**src/sv/rper_pkg.sv**
```systemverilog
// Package for the range partition edge router.
// Holds widths, operation and result kind codes, and controller/datapath structs.
// No dependencies.
`default_nettype none
package rper_pkg;

  localparam int PARTS_DEFAULT = 4;
  localparam int NODE_W        = 32;
  localparam int COUNT_W       = 32;
  localparam int ROW_W         = 32;
  localparam int KIND_W        = 2;
  localparam int PARTITION_W   = 2;
  localparam int CFG_INDEX_W   = 4;
  localparam int CFG_DATA_W    = 32;

  localparam logic OP_EDGE = 1'b0;
  localparam logic OP_EOR  = 1'b1;

  localparam logic [KIND_W-1:0] KIND_ROUTED   = 2'd0;
  localparam logic [KIND_W-1:0] KIND_NOTFOUND = 2'd1;
  localparam logic [KIND_W-1:0] KIND_BOUND    = 2'd2;

  typedef enum logic {
    ST_IDLE,
    ST_EMIT
  } state_t;

  typedef struct packed {
    logic load_edge;
    logic start_row_end;
    logic emit_record;
  } dp_cmd_t;

  typedef struct packed {
    logic touched_any;
    logic pend_last;
  } dp_status_t;

endpackage
`default_nettype wire

```
**src/sv/rper_ctrl.sv**
```systemverilog
// Controller for the range partition edge router.
// Sequences word acceptance and bound-record emission; depends on rper_pkg.
`default_nettype none
module rper_ctrl (
  input  wire                  clk,
  input  wire                  rst,
  input  wire                  in_valid,
  output logic                 in_stall,
  input  wire                  operation,
  output logic                 out_valid,
  input  wire                  out_stall,
  output rper_pkg::dp_cmd_t    cmd,
  input  rper_pkg::dp_status_t status
);
  import rper_pkg::*;

  state_t state, state_next;
  logic   out_valid_next;
  logic   out_free;
  logic   accept;

  assign out_free = !out_valid || !out_stall;
  // input is only taken in ST_IDLE, where in_stall is !out_free
  assign accept   = in_valid && out_free;

  always_ff @(posedge clk) begin
    if (rst) begin
      state     <= ST_IDLE;
      out_valid <= 1'b0;
    end else begin
      state     <= state_next;
      out_valid <= out_valid_next;
    end
  end

  always_comb begin
    state_next = state;
    case (state)
      ST_IDLE: begin
        if (accept && operation == OP_EOR && status.touched_any) state_next = ST_EMIT;
      end
      ST_EMIT: begin
        if (out_free && status.pend_last) state_next = ST_IDLE;
      end
      default: state_next = ST_IDLE;
    endcase
  end

  always_comb begin
    cmd            = '0;
    in_stall       = 1'b1;
    out_valid_next = out_valid && out_stall;
    case (state)
      ST_IDLE: begin
        in_stall = !out_free;
        if (accept) begin
          if (operation == OP_EDGE) begin
            cmd.load_edge  = 1'b1;
            out_valid_next = 1'b1;
          end else begin
            cmd.start_row_end = 1'b1;
          end
        end
      end
      ST_EMIT: begin
        if (out_free) begin
          cmd.emit_record = 1'b1;
          out_valid_next  = 1'b1;
        end
      end
      default: in_stall = 1'b1;
    endcase
  end

endmodule
`default_nettype wire

```
**src/sv/rper_dp.sv**
```systemverilog
// Datapath for the range partition edge router.
// Bound registers, counters, touched flags, row counter and output word register.
// Depends on rper_pkg.
`default_nettype none
module rper_dp #(
  parameter int PARTS = rper_pkg::PARTS_DEFAULT
) (
  input  wire                                  clk,
  input  wire                                  rst,
  input  wire                                  cfg_write,
  input  wire  [rper_pkg::CFG_INDEX_W-1:0]     cfg_index,
  input  wire  [rper_pkg::CFG_DATA_W-1:0]      cfg_data,
  input  wire  [rper_pkg::NODE_W-1:0]          node,
  input  rper_pkg::dp_cmd_t                    cmd,
  output rper_pkg::dp_status_t                 status,
  output logic [rper_pkg::KIND_W-1:0]          kind,
  output logic [rper_pkg::PARTITION_W-1:0]     partition,
  output logic [rper_pkg::NODE_W-1:0]          node_out,
  output logic [rper_pkg::ROW_W-1:0]           row,
  output logic [rper_pkg::COUNT_W-1:0]         edge_count,
  output logic                                 last
);
  import rper_pkg::*;

  localparam int PART_W = (PARTS > 1) ? $clog2(PARTS) : 1;

  logic [NODE_W-1:0]  lower [PARTS];
  logic [NODE_W-1:0]  upper [PARTS];
  logic [COUNT_W-1:0] counts [PARTS];
  logic [PARTS-1:0]   touched;
  logic [PARTS-1:0]   pend;
  logic [PARTS-1:0]   pend_rest;
  logic [ROW_W-1:0]   row_index;
  logic [ROW_W-1:0]   rec_row;

  logic [PARTS-1:0]   match;
  logic               hit;
  logic [PART_W-1:0]  hit_sel;
  logic [PART_W-1:0]  rec_sel;

  always_comb begin
    hit     = 1'b0;
    hit_sel = '0;
    rec_sel = '0;
    for (int p = PARTS - 1; p >= 0; p--) begin
      match[p] = (lower[p] <= node) && (node < upper[p]);
      if (match[p]) begin
        hit     = 1'b1;
        hit_sel = PART_W'(p);
      end
      if (pend[p]) rec_sel = PART_W'(p);
    end
    for (int p = 0; p < PARTS; p++) begin
      pend_rest[p] = pend[p] && (PART_W'(p) != rec_sel);
    end
  end

  assign status.touched_any = |touched;
  assign status.pend_last   = (pend_rest == '0);

  always_ff @(posedge clk) begin
    if (rst) begin
      for (int p = 0; p < PARTS; p++) begin
        lower[p]  <= '0;
        upper[p]  <= '0;
        counts[p] <= '0;
      end
      touched   <= '0;
      pend      <= '0;
      row_index <= '0;
    end else begin
      for (int p = 0; p < PARTS; p++) begin
        if (cfg_write && cfg_index == CFG_INDEX_W'(2 * p)) lower[p] <= cfg_data;
        if (cfg_write && cfg_index == CFG_INDEX_W'(2 * p + 1)) upper[p] <= cfg_data;
      end
      if (cmd.load_edge && hit) begin
        if (counts[hit_sel] != '1) counts[hit_sel] <= counts[hit_sel] + 1'b1;
        touched[hit_sel] <= 1'b1;
      end
      if (cmd.start_row_end) begin
        pend    <= touched;
        touched <= '0;
        if (row_index != '1) row_index <= row_index + 1'b1;
      end
      if (cmd.emit_record) pend <= pend_rest;
    end
  end

  always_ff @(posedge clk) begin
    if (cmd.start_row_end) rec_row <= row_index;
    if (cmd.load_edge) begin
      kind       <= hit ? KIND_ROUTED : KIND_NOTFOUND;
      partition  <= hit ? PARTITION_W'(hit_sel) : '0;
      node_out   <= node;
      row        <= '0;
      edge_count <= '0;
      last       <= 1'b1;
    end else if (cmd.emit_record) begin
      kind       <= KIND_BOUND;
      partition  <= PARTITION_W'(rec_sel);
      node_out   <= '0;
      row        <= rec_row;
      edge_count <= counts[rec_sel];
      last       <= status.pend_last;
    end
  end

endmodule
`default_nettype wire

```
**src/sv/range_partition_edge_router.sv**
```systemverilog
// Range partition edge router, top level.
// Instantiates rper_ctrl and rper_dp; depends on rper_pkg.
//
// Input channel (in_valid/in_stall): one word per item, operation selects an
// edge (node is looked up) or an end of row. Output channel (out_valid/
// out_stall): one result word per transfer, last marks the final word of an item.
// An edge's result word is registered and shows in the cycle after acceptance;
// edges sustain one per cycle as long as the receiver takes words. An end of
// row snapshots the touched flags and advances the row, then gives one record
// word per cycle, while the receiver takes words, for each touched partition
// in partition order; the input is stalled while records go out. An empty row
// gives no word. When the receiver stalls, the held word stays put and the
// input stalls until the output register is freed. Reset (rst, synchronous)
// clears bounds, counts, touched flags, the row counter and the output valid.
// The user must write bounds through cfg_write/cfg_index/cfg_data only while
// idle; the block does not enforce this. Indexes at or beyond 2*PARTS are
// ignored.
`default_nettype none
module range_partition_edge_router #(
  parameter int PARTS = rper_pkg::PARTS_DEFAULT
) (
  input  wire                               clk,
  input  wire                               rst,
  input  wire                               cfg_write,
  input  wire  [rper_pkg::CFG_INDEX_W-1:0]  cfg_index,
  input  wire  [rper_pkg::CFG_DATA_W-1:0]   cfg_data,
  input  wire                               in_valid,
  output logic                              in_stall,
  input  wire                               operation,
  input  wire  [rper_pkg::NODE_W-1:0]       node,
  output logic                              out_valid,
  input  wire                               out_stall,
  output logic [rper_pkg::KIND_W-1:0]       kind,
  output logic [rper_pkg::PARTITION_W-1:0]  partition,
  output logic [rper_pkg::NODE_W-1:0]       node_out,
  output logic [rper_pkg::ROW_W-1:0]        row,
  output logic [rper_pkg::COUNT_W-1:0]      edge_count,
  output logic                              last
);
  import rper_pkg::*;

  dp_cmd_t    cmd;
  dp_status_t status;

  rper_ctrl u_ctrl (
    .clk       (clk),
    .rst       (rst),
    .in_valid  (in_valid),
    .in_stall  (in_stall),
    .operation (operation),
    .out_valid (out_valid),
    .out_stall (out_stall),
    .cmd       (cmd),
    .status    (status)
  );

  rper_dp #(
    .PARTS (PARTS)
  ) u_dp (
    .clk        (clk),
    .rst        (rst),
    .cfg_write  (cfg_write),
    .cfg_index  (cfg_index),
    .cfg_data   (cfg_data),
    .node       (node),
    .cmd        (cmd),
    .status     (status),
    .kind       (kind),
    .partition  (partition),
    .node_out   (node_out),
    .row        (row),
    .edge_count (edge_count),
    .last       (last)
  );

endmodule
`default_nettype wire

```
**config.mk**
```make
export PLATFORM = sky130hd
export DESIGN_NAME = range_partition_edge_router
export DESIGN_NICKNAME = d
export VERILOG_FILES = /design/src/sv/rper_pkg.sv /design/src/sv/rper_ctrl.sv /design/src/sv/rper_dp.sv /design/src/sv/range_partition_edge_router.sv
export SDC_FILE = /design/constraint.sdc
export NUM_CORES = 1
export LEC_CHECK = 0
export ABC_AREA = 1
export BUFFER_PORTS_ARGS = -buffer_cell sky130_fd_sc_hd__buf_4
export CORE_MARGIN = 3
export CORE_UTILIZATION = 45
export DETAILED_ROUTE_END_ITERATION = 12
export GPL_ROUTABILITY_DRIVEN = 1
export PLACE_DENSITY = 0.63
export SYNTH_ARGS = -nofsm -noshare
export SYNTH_HDL_FRONTEND = slang
export SYNTH_SLANG_ARGS = --single-unit
```
**constraint.sdc**
```tcl
create_clock -name clk -period 5.75 [get_ports clk]
set_clock_uncertainty 0.05 [all_clocks]
set_input_delay 1.4375 -clock clk [delete_from_list [all_inputs] [get_ports clk]]
set_output_delay 1.4375 -clock clk [all_outputs]
set_load 0.01 [all_outputs]
```
==> results of run 1 <==
power by group:
| part | switching [mW] | internal [mW] | leakage, nW | total, mW |
|---|---|---|---|---|
| Sequential | 0.0787 | 4.60 | 5.32 | 4.68 |
| Clock | 1.64 | 2.45 | 1.00 | 4.09 |
| Combinational | 1.21 | 0.568 | 8.93 | 1.78 |
metal layers:
layer / track usage / part of all wire / vias to the layer above
met2: 0.3645 / 0.47 / 537
met3: 0.03383 / 0.057 / 87
met1: 0.3032 / 0.46 / 10514
met5: 0 / 0 / -
li1: - / - / 11101
met4: 0.04619 / 0.017 / 0
per-stage QoR:
step                setup slack, ns    util  power, mW
detailed placement          0.08721  0.4963      6.535
global placement            0.07339  0.4963      6.510
finish                       0.6551  0.5284      10.54
CTS                          0.7491  0.5284      10.63
floorplan                    0.4044       -      5.916
global route                 0.3962  0.5284      11.01
registers in the layout (all words and copies together) (netlist names):
name	cells
u_dp.counts	128
u_dp.lower	128
u_dp.upper	128
u_dp.edge_count	32
u_dp.node_out	32
u_dp.rec_row	32
u_dp.row	32
u_dp.row_index	32
u_dp.pend	4
u_dp.touched	4
u_dp.kind	2
u_dp.partition	2
u_ctrl.out_valid	1
u_ctrl.state	1
u_dp.last	1
placed cells by master (no fill, tap or decap), types with 11 or more instances in the layout:
cell,count
dfxtp_1,107
a31oi_1,14
nor3_2,21
o21a_1,12
nor2_1,576
o21ai_0,110
inv_1,430
clkbuf_16,61
nor3_1,28
o22ai_1,11
xor2_1,14
o21ai_1,12
nand4_1,30
nor2_2,39
buf_4,233
nand2_1,605
bufinv_16,11
nand3_1,116
clkinv_1,17
nand2_2,12
edfxtp_1,452
a21oi_1,182
ha_1,254
path summary, 6_finish.rpt:
path              slack, ns                               end
setup / recovery       0.66  u_dp.counts[2][18]$_SDFFCE_PN0P_
hold / removal         0.38        u_dp.rec_row[16]$_DFFE_PP_
setup reg to reg       1.29  u_dp.counts[2][18]$_SDFFCE_PN0P_
hold reg to reg        0.38        u_dp.rec_row[16]$_DFFE_PP_
worst reg2reg max path: cells and delay by family, from the launching register on:
family / cells / cell delay [ns]
AND/OR/NAND/NOR: 17 / 2.21
buffers and inverters: 2 / 0.30
flip-flops: 1 / 0.35
AO/OA/AOI/OAI: 2 / 0.62
XOR/XNOR: 1 / 0.41
adder cells (fa/ha/maj): 1 / 0.23
final cells by class:
class	count	area, um^2	area share
inverters	440	1652	0.04814
repair buffers	241	1909	0.05565
clock inverters	46	519.2	0.01513
clock buffers	65	1562	0.04551
multi-input cells	2135	11880	0.3463
well taps	855	1070	0.03118
flip-flops and latches	559	15720	0.4581
cell families (layout without fill, tap and decap cells):
logic type,Yosys count,after routing
AND/OR/NAND/NOR,1480,1480
flip-flops,559,559
buffers and inverters,541,792
AO/OA/AOI/OAI,379,379
adder cells (fa/ha/maj),254,254
XOR/XNOR,22,22
==> metrics, run 1 <==
PD cells=307.3 mW/mm^2; EDFF count, synth=452; Seq/Total Area, Yosys=0.5278; status=completed; dpl cells=4230; Die Span X=263.2 um; vias per std cell=5.123; Hold WC Path Type=reg -> reg; CORE AREA=0.06493 mm^2; Synth Area per Inst=9.203 um^2; site row count=93; Setup TNS=0 ns; clk root buf=clkbuf_16; WP data required=6.04 ns; Buf+Inv Stages, Crit Path=2; #FFs+latches synth=559; wire per inst=17.60 um; mux contribution to synthesized area=0; vias in the first global route=21.65k; final net count=3764; fin crit share=0.8861; Num CTS Buffers=59; Adder-Cell Fraction of Synth Area=0.1067; ANT nets after route=0; Tmin final=5.095 ns; endpoints failing setup=0; total number of vias=22.24k; critical path peak fanout=15; largest family of logic cells by synthesized area=simple AND/OR/NAND/NOR gates; dominant synthesized flop cell=edfxtp_1; Fin. Hold Viols=0; top-count cell post-synth=nand2_1; Tightest Pin Transition=0.9130 ns; Top Ports=177; Post-DP Area=0.03223 mm^2; I/O Buffers=176; Syn Nets=3563; Setup CP Type=in -> reg; post-synthesis cell count=3235; Leak=15.25 nW; post-route cell area=0.03431 mm^2; DRC=0; Inserted Diodes=0; H-tree levels=2; total global routing overflow=0; PostCTS Resize Cnt=0; RSZ-0062 raised after global routing=no; Reg2Reg Depth=23; CTS tree=built; initial antenna violation count=0; fin cells=4341; crit-path most repeated cell=nand2_1; leading area contributor after synthesis=edfxtp_1; Initial Utilization=0.4585; layout cells sized above 1=0.1322; clk sink count=559; largest net degree at the start of global routing=75; Clock Tree Buf Depth=3; TritonRoute pass-1 iters=8; Top Family by Delay on Critical Path=simple AND/OR/NAND/NOR gates; Pins Over Slew Limit=0; All-Layer GR Usage=0.2187; worst hold margin=0.3845 ns; Synth async-reset ratio=0; initial DRC count=1585; Synth Cell Area=0.02977 mm^2; Crit path arrival time=5.39 ns; hold_sp=u_dp.row_index[16]$_SDFFE_PP0P_; Yosys top cell area share=0.4559; die height=263.2 um; CP Capture Type=register; full die area=0.06928 mm^2; compound-cell area share of the yosys netlist=0.07077; Synth area leaders=edfxtp_1 46%, ha_1 11%, nand2_1 7.7%; max_cap viols=0; yosys warns=0; post-synthesis xor/xnor area fraction=0.006472; worst setup path startpoint=node[5]; CP Depth=23; DRT Wirelength=76.38 mm; Syn-to-layout area delta=15.23%; Cell variety after synth=55; Filler cells=5941; FF-to-FF Start=u_dp.upper[2][5]$_SDFFCE_PN0P_; Synth Area in Simple Gates=0.2143; Synth top cells by count=607 x nand2_1, 577 x nor2_1, 452 x edfxtp_1; Post-CTS Hold Buffers=0; GPL Wtd Cong=0.9006; clk slew on worst S/H paths=0.06 ns; CP Cell Sequence=buf_4 > ha_1 > a21oi_1 > nor2_1 > nor3_1 > nand2_1 > nand2_1 > nand2_1 > a21oi_1 > nand2_2 > nand2_2 > nand2_4 > buf_4 > nand3_1 > nand2_1 > nor2_1 > nand2_1 > nor2_1 > nand2_1 > nor2_1 > nand2_1 > xor2_1 > nor2_1; worst-skew pair later-pin latency=0.62 ns; VDD IR-drop max=0.0002105 V; Slowest Stage Delay on Critical Path=0.47 ns; hpwl dp=54.82 mm; Startpoint Class=input pin; fmax=196.3 MHz; CP max-delay cell=a21oi_1; Hold Crit Depth=0; Max-slew headroom=0.3898; postcts setup bufs=0; global-route wire length before repair=120.8 mm
No activity file was read; power rests on OpenSTA's default activity.
==> run 2: changes to the inputs <==
--- a/config.mk
+++ b/config.mk
@@ -5,13 +5,14 @@
 export SDC_FILE = /design/constraint.sdc
 export NUM_CORES = 1
 export LEC_CHECK = 0
-export ABC_AREA = 1
+export ABC_AREA = 0
 export BUFFER_PORTS_ARGS = -buffer_cell sky130_fd_sc_hd__buf_4
 export CORE_MARGIN = 3
 export CORE_UTILIZATION = 45
 export DETAILED_ROUTE_END_ITERATION = 12
 export GPL_ROUTABILITY_DRIVEN = 1
 export PLACE_DENSITY = 0.63
+export RECOVER_POWER = 50
 export SYNTH_ARGS = -nofsm -noshare
 export SYNTH_HDL_FRONTEND = slang
 export SYNTH_SLANG_ARGS = --single-unit
==> run 2 against run 1 <==
  * The run now ends with max-capacitance violations, max-slew violations left
  * Flip-flop and latch count unchanged
  * Largest cell class unchanged
  * Highest routed layer is now met5
  * Non-clock buffer count is 230 higher
  * Design area rose by 3.8%
  * Critical endpoint is now u_dp.counts[1][15]$_SDFFCE_PN0P_
  * Utilization rose by 3.1 points
  * Via count fell by 0.37%
  * Fmax fell by 8.9%
  * Setup slack got worse by 0.50 ns
==> metrics, run 2 <==
dpl cells=3903; postcts setup bufs=0; Synth Area per Inst=10.83 um^2; clk slew on worst S/H paths=0.06 ns; final net count=3447; internal power=7.464 mW; #FFs+latches synth=559; DRT Wirelength=83.43 mm; fmax=178.8 MHz; vias in the first global route=22.34k; largest net degree at the start of global routing=66; Num CTS Buffers=60; global-route wire length before repair=127.0 mm; FF-to-FF setup slack=0.76 ns; Setup TNS=0 ns; endpoints failing setup=0; top-count cell post-synth=edfxtp_1; layout cells sized above 1=0.1840; Startpoint Class=input pin; Synth async-reset ratio=0; DRC=0; initial DRC count=1804; Cell variety after synth=94; failing checks=max-capacitance violations, max-slew violations; Regs by FF count=u_dp.counts x128, u_dp.lower x128, u_dp.upper x128; hpwl dp=60.39 mm; Fin. Hold Viols=0; Initial Utilization=0.4592; post-synthesis cell count=2700; H-tree levels=2; status=complete, but fails checks; Hold WC Path Type=reg -> reg; Syn-to-layout area delta=21.86%; leading area contributor after synthesis=edfxtp_1; Filler cells=5475; fin cells=4009; Synth Cell Area=0.02923 mm^2; Leak=13.99 nW; site row count=92; Post-CTS Hold Buffers=0; EDFF count, synth=452; Synth top cells by count=452 x edfxtp_1, 259 x and2_1, 254 x ha_1; I/O Buffers=176; PD cells=288.3 mW/mm^2; VDD IR-drop max=0.0002307 V; RSZ-0062 raised after global routing=yes; vias per std cell=5.527; Inserted Diodes=0; Tmin final=5.593 ns; most common cell after layout, fill and taps aside=edfxtp_1; clock share of power=0.359; worst-skew pair later-pin latency=0.64 ns; TritonRoute pass-1 iters=5; Tightest Pin Transition=3.154 ns; Pins Over Slew Limit=443; Syn Nets=3028; combinational share of power=0.184; GPL Wtd Cong=0.8758; most frequent cells in the layout=452 x edfxtp_1, 327 x buf_4, 237 x nand2_1; wire per inst=20.81 um; Max-slew headroom=-1.125; yosys warns=0; Clock Tree Buf Depth=3; die height=260.9 um; Synth area leaders=edfxtp_1 46%, ha_1 11%, dfxtp_1 7.3%; WP data required=6.06 ns; Switching Fraction=0.2732; critical path peak fanout=8; max_cap viols=14; ANT nets after route=0; CTS tree=built; Setup CP Type=in -> reg; total global routing overflow=0; FF/Latch Area=0.01572 mm^2; Crit path arrival time=5.91 ns; CP Capture Type=register; Top Ports=177; Multi-input gate area=0.01287 mm^2; fin crit share=0.9727; NetSw=2.806 mW; CORE AREA=0.06366 mm^2; Die Span X=260.9 um; total number of vias=22.16k; All-Layer GR Usage=0.2432; clk sink count=559; dominant synthesized flop cell=edfxtp_1; full die area=0.06806 mm^2; Seq/Total Area, Yosys=0.5376; Yosys top cell area share=0.4643; sequential power share=0.457; initial antenna violation count=3; clk root buf=clkbuf_16
-- run 2: cell count changes after synthesis, moves of 24 or more --
cell | before | now
a21oi_1 | 182 | 158
and2_1 | 1 | 259
inv_1 | 430 | 183
mux2_2 | 0 | 26
nand2_1 | 607 | 243
nand4_1 | 30 | 59
nor2_1 | 577 | 231
nor2_2 | 39 | 3
nor2b_1 | 0 | 26
xor2_1 | 14 | 38
-- run 2: critical path, stage by stage --
cell and delay [ns]:
buf_4 0.13, inv_1 0.15, ha_1 0.34, nor2b_1 0.13
o211ai_1 0.09, a2111oi_0 0.83, o311ai_2 0.18, nand4_1 0.19
a21oi_2 0.09, nand2_4 0.11, o22ai_1 0.10, a21oi_2 0.17
ha_2 0.24, o221ai_4 0.12, nor4_4 0.28, and3_1 0.26
nor4b_4 0.35, or4b_1 0.41, buf_4 0.24, nor2_1 0.05
-- run 2: path summary, 6_finish.rpt --
| kind | startpoint | end | depth (start not counted) |
|---|---|---|---|
| setup / recovery | node[1] | u_dp.counts[1][15]$_SDFFCE_PN0P_ | 20 |
| hold / removal | u_dp.row[22]$_SDFFE_PP0P_ | u_dp.row[22]$_SDFFE_PP0P_ | 2 |
| setup reg to reg | u_dp.lower[0][111]$_SDFFCE_PN0P_ | u_dp.counts[1][15]$_SDFFCE_PN0P_ | 17 |
| hold reg to reg | u_dp.row[22]$_SDFFE_PP0P_ | u_dp.row[22]$_SDFFE_PP0P_ | 2 |
-- run 2: cells by family after synthesis --
group	count (synthesis)	share of synthesized area
simple gates	1036	0.1804
compound gates	469	0.1035
buf+inv	297	0.04203
fa+ha+maj	254	0.1087
flops	559	0.5376
xor+xnor	58	0.01738
mux	27	0.01036
-- run 2: through the flow --
stage               worst slack [ns]    util  power (mW)  hold WS (ns)  instance area (um^2)
floorplan                    -0.1779       -       5.753        0.3821                 29830
global placement             -0.3698  0.5382       6.616        0.3984                 34260
detailed placement           -0.5603  0.5382       6.674        0.3978                 34260
CTS                           0.1185  0.5671       10.36        0.4070                 36100
global route                -0.03229  0.5596       10.68        0.4315                 35620
finish                        0.1568  0.5596       10.27        0.4051                 35620
-- run 2: layout make-up --
cell class              count  share of cell area
clock buffers              85             0.04706
clock inverters            21            0.004461
inverters                 183             0.02051
multi-input cells        1844              0.3613
flip-flops and latches    559              0.4411
well taps                 846             0.02971
repair buffers            471             0.09581
-- run 2: per-layer routing --
layer | wire length [um] | GRT usage | part of all wire | vias to the layer above
li1 | - | - | - | 10534
met5 | 13 | 0 | 0.00016 | -
met3 | 5934 | 0.03523 | 0.071 | 161
met4 | 2576 | 0.07696 | 0.031 | 2
met2 | 38820 | 0.4007 | 0.47 | 708
met1 | 36080 | 0.3317 | 0.43 | 10751
-- run 2: power groups by stage --
stage | Combinational [mW] | Clock, mW | Sequential (mW)
after global routing | 2.06 | 3.90 | 4.71
after CTS | 1.91 | 3.76 | 4.69
final | 1.89 | 3.68 | 4.70
after global placement | 1.85 | 0 | 4.77
after floorplan | 0.992 | 0 | 4.76
after detailed placement | 1.90 | 0 | 4.77
-- run 2: timing repair --
item / 4_1_cts / 5_1_grt
resized for setup: 0 / 1
hold endpoints to repair: 0 / 0
setup endpoints to repair: 0 / 195
==> run 3: changes to the inputs <==
--- a/config.mk
+++ b/config.mk
@@ -11,7 +11,7 @@
 export CORE_UTILIZATION = 45
 export DETAILED_ROUTE_END_ITERATION = 12
 export GPL_ROUTABILITY_DRIVEN = 1
-export PLACE_DENSITY = 0.63
+export PLACE_DENSITY_LB_ADDON = 0.15
 export RECOVER_POWER = 50
 export SYNTH_ARGS = -nofsm -noshare
 export SYNTH_HDL_FRONTEND = slang
==> run 3 against run 2 <==
  * The flow still finishes with violations (max-capacitance violations, max-slew violations)
  * Flip-flop and latch count stayed put
  * Global-route usage fell by 0.62 points
  * Non-clock buffer count did not move
  * Fmax decreased by 0.43%
  * Wire length decreased by 3.0%
  * Combinational power about the same
  * Highest routed layer is now met4
==> metrics, run 3 (same netlist as run 2, synthesis figures left out) <==
status=complete, but fails checks; failing checks=max-capacitance violations, max-slew violations; Tightest Pin Transition=3.095 ns; CTS tree=built; Regs by FF count=u_dp.counts x128, u_dp.lower x128, u_dp.upper x128; Leak=13.99 nW; clock share of power=0.365; vias in the first global route=22.03k; CP max-delay cell=or4_1; VDD IR-drop max=0.0002018 V; hpwl dp=59.09 mm; Final Worst Setup Slack=0.1325 ns; ANT nets after route=0; fmax=178.0 MHz; H-tree levels=2; Fin. Hold Viols=0; Syn-to-layout area delta=22.29%; full die area=0.06806 mm^2; critical path peak fanout=16; Filler cells=5474; layout cells sized above 1=0.1862; Die Span X=260.9 um; initial antenna violation count=1; PD cells=288.9 mW/mm^2; dpl cells=3902; clk slew on worst S/H paths=0.06 ns; Inserted Diodes=0; Slowest Stage Delay on Critical Path=0.59 ns; internal power=7.550 mW; global-route wire length before repair=124.8 mm; max_cap viols=7; fin crit share=0.9770; TritonRoute pass-1 iters=6; fin cells=4020; Startpoint Class=input pin; DRC=0; total number of vias=22.01k; GPL Wtd Cong=0.8934; largest net degree at the start of global routing=101; Tmin final=5.617 ns; Hold WC Path Type=reg -> reg; Top Family by Delay on Critical Path=simple AND/OR/NAND/NOR gates; die height=260.9 um; Post-DP Area=0.03423 mm^2; pre-CTS setup slack=-0.5454 ns; Switching Fraction=0.2690; clk sink count=559; Crit path arrival time=5.87 ns; I/O Buffers=176; CP Cell Sequence=buf_4 > inv_16 > ha_1 > nand4_1 > or4_1 > a21oi_1 > o31a_1 > o21ai_2 > buf_4 > a21oi_4 > a21oi_4 > buf_12 > o221a_2 > nor4b_2 > nand4_1 > nor4b_4 > buf_4 > or4b_1 > buf_4 > nand2_4; Num CTS Buffers=60; crit-path most repeated cell=buf_4; clk root buf=clkbuf_16; Buf+Inv Stages, Crit Path=6; most common cell after layout, fill and taps aside=edfxtp_1; endpoints failing setup=0; Pins Over Slew Limit=217; CP Capture Type=register; Clock Tree Buf Depth=3; sequential power share=0.454; wire per inst=20.12 um; initial DRC count=1637; most frequent cells in the layout=452 x edfxtp_1, 331 x buf_4, 236 x nand2_1; total global routing overflow=0; WP data required=6.00 ns; worst-skew pair later-pin latency=0.64 ns; NetSw=2.778 mW; Initial Utilization=0.4592; All-Layer GR Usage=0.2370; final net count=3450; CORE AREA=0.06366 mm^2; Top Ports=177; Max-slew headroom=-1.077; DRT Wirelength=80.90 mm; post-route cell area=0.03575 mm^2; Setup CP Type=in -> reg; site row count=92; fin util=0.5616; vias per std cell=5.475; combinational share of power=0.181
run 3: through the flow:
| stage | setup TNS (ns) | power [mW] | hold slack (ns) |
|---|---|---|---|
| after floorplan | -22.84 | 5.753 | 0.3821 |
| after global placement | -104.24 | 6.581 | 0.3975 |
| after detailed placement | -109.79 | 6.639 | 0.3968 |
| after CTS | 0 | 10.41 | 0.4053 |
| after global routing | -0.1015 | 10.76 | 0.4313 |
| final | 0 | 10.33 | 0.4035 |
run 3: power by group through the flow:
| stage | clock network (mW) | registers (mW) | logic, mW |
|---|---|---|---|
| 2_1_floorplan | 0 | 4.76 | 0.992 |
| 6_report | 3.77 | 4.69 | 1.87 |
| 4_1_cts | 3.84 | 4.69 | 1.88 |
| 3_5_place_dp | 0 | 4.77 | 1.87 |
| 5_1_grt | 4.00 | 4.71 | 2.04 |
| 3_3_place_gp | 0 | 4.77 | 1.82 |
run 3: final timing paths:
kind,startpoint,endpoint,slack [ns],cells past startpoint
max,node[13],u_dp.counts[1][0]$_SDFFCE_PN0P_,0.13,20
min,u_dp.row[22]$_SDFFE_PP0P_,u_dp.row[22]$_SDFFE_PP0P_,0.40,2
max reg2reg,u_dp.lower[0][78]$_SDFFCE_PN0P_,u_dp.counts[1][0]$_SDFFCE_PN0P_,0.78,18
min reg2reg,u_dp.row[22]$_SDFFE_PP0P_,u_dp.row[22]$_SDFFE_PP0P_,0.40,2
run 3: repair_timing:
item                       CTS  global route
buffers inserted             0             1
gates resized for setup      0            14
hold buffers                 0             0
setup endpoints to repair    0           223
run 3: tightest hold or removal path, delay by kind of cell (launching register included):
kind | cells | cell delay, ns
simple gates | 1 | 0.05
compound gates | 1 | 0.05
flops | 1 | 0.31
run 3: layout make-up:
class,instances,area (um^2),share of cell area
flip-flops and latches,559,15720,0.4396
multi-input cells,1847,12920,0.3614
repair buffers,471,3420,0.09565
clock buffers,84,1632,0.04564
well taps,846,1059,0.02961
inverters,183,730.7,0.02044
clock inverters,30,272.8,0.007630
run 3: layer usage:
| metal | track usage | routed length [um] | up-vias |
|---|---|---|---|
| li1 | - | - | 10560 |
| met1 | 0.3318 | 36730 | 10690 |
| met2 | 0.3797 | 37230 | 626 |
| met3 | 0.03950 | 4772 | 133 |
| met4 | 0.06829 | 2157 | 0 |
| met5 | 0 | 0 | - |
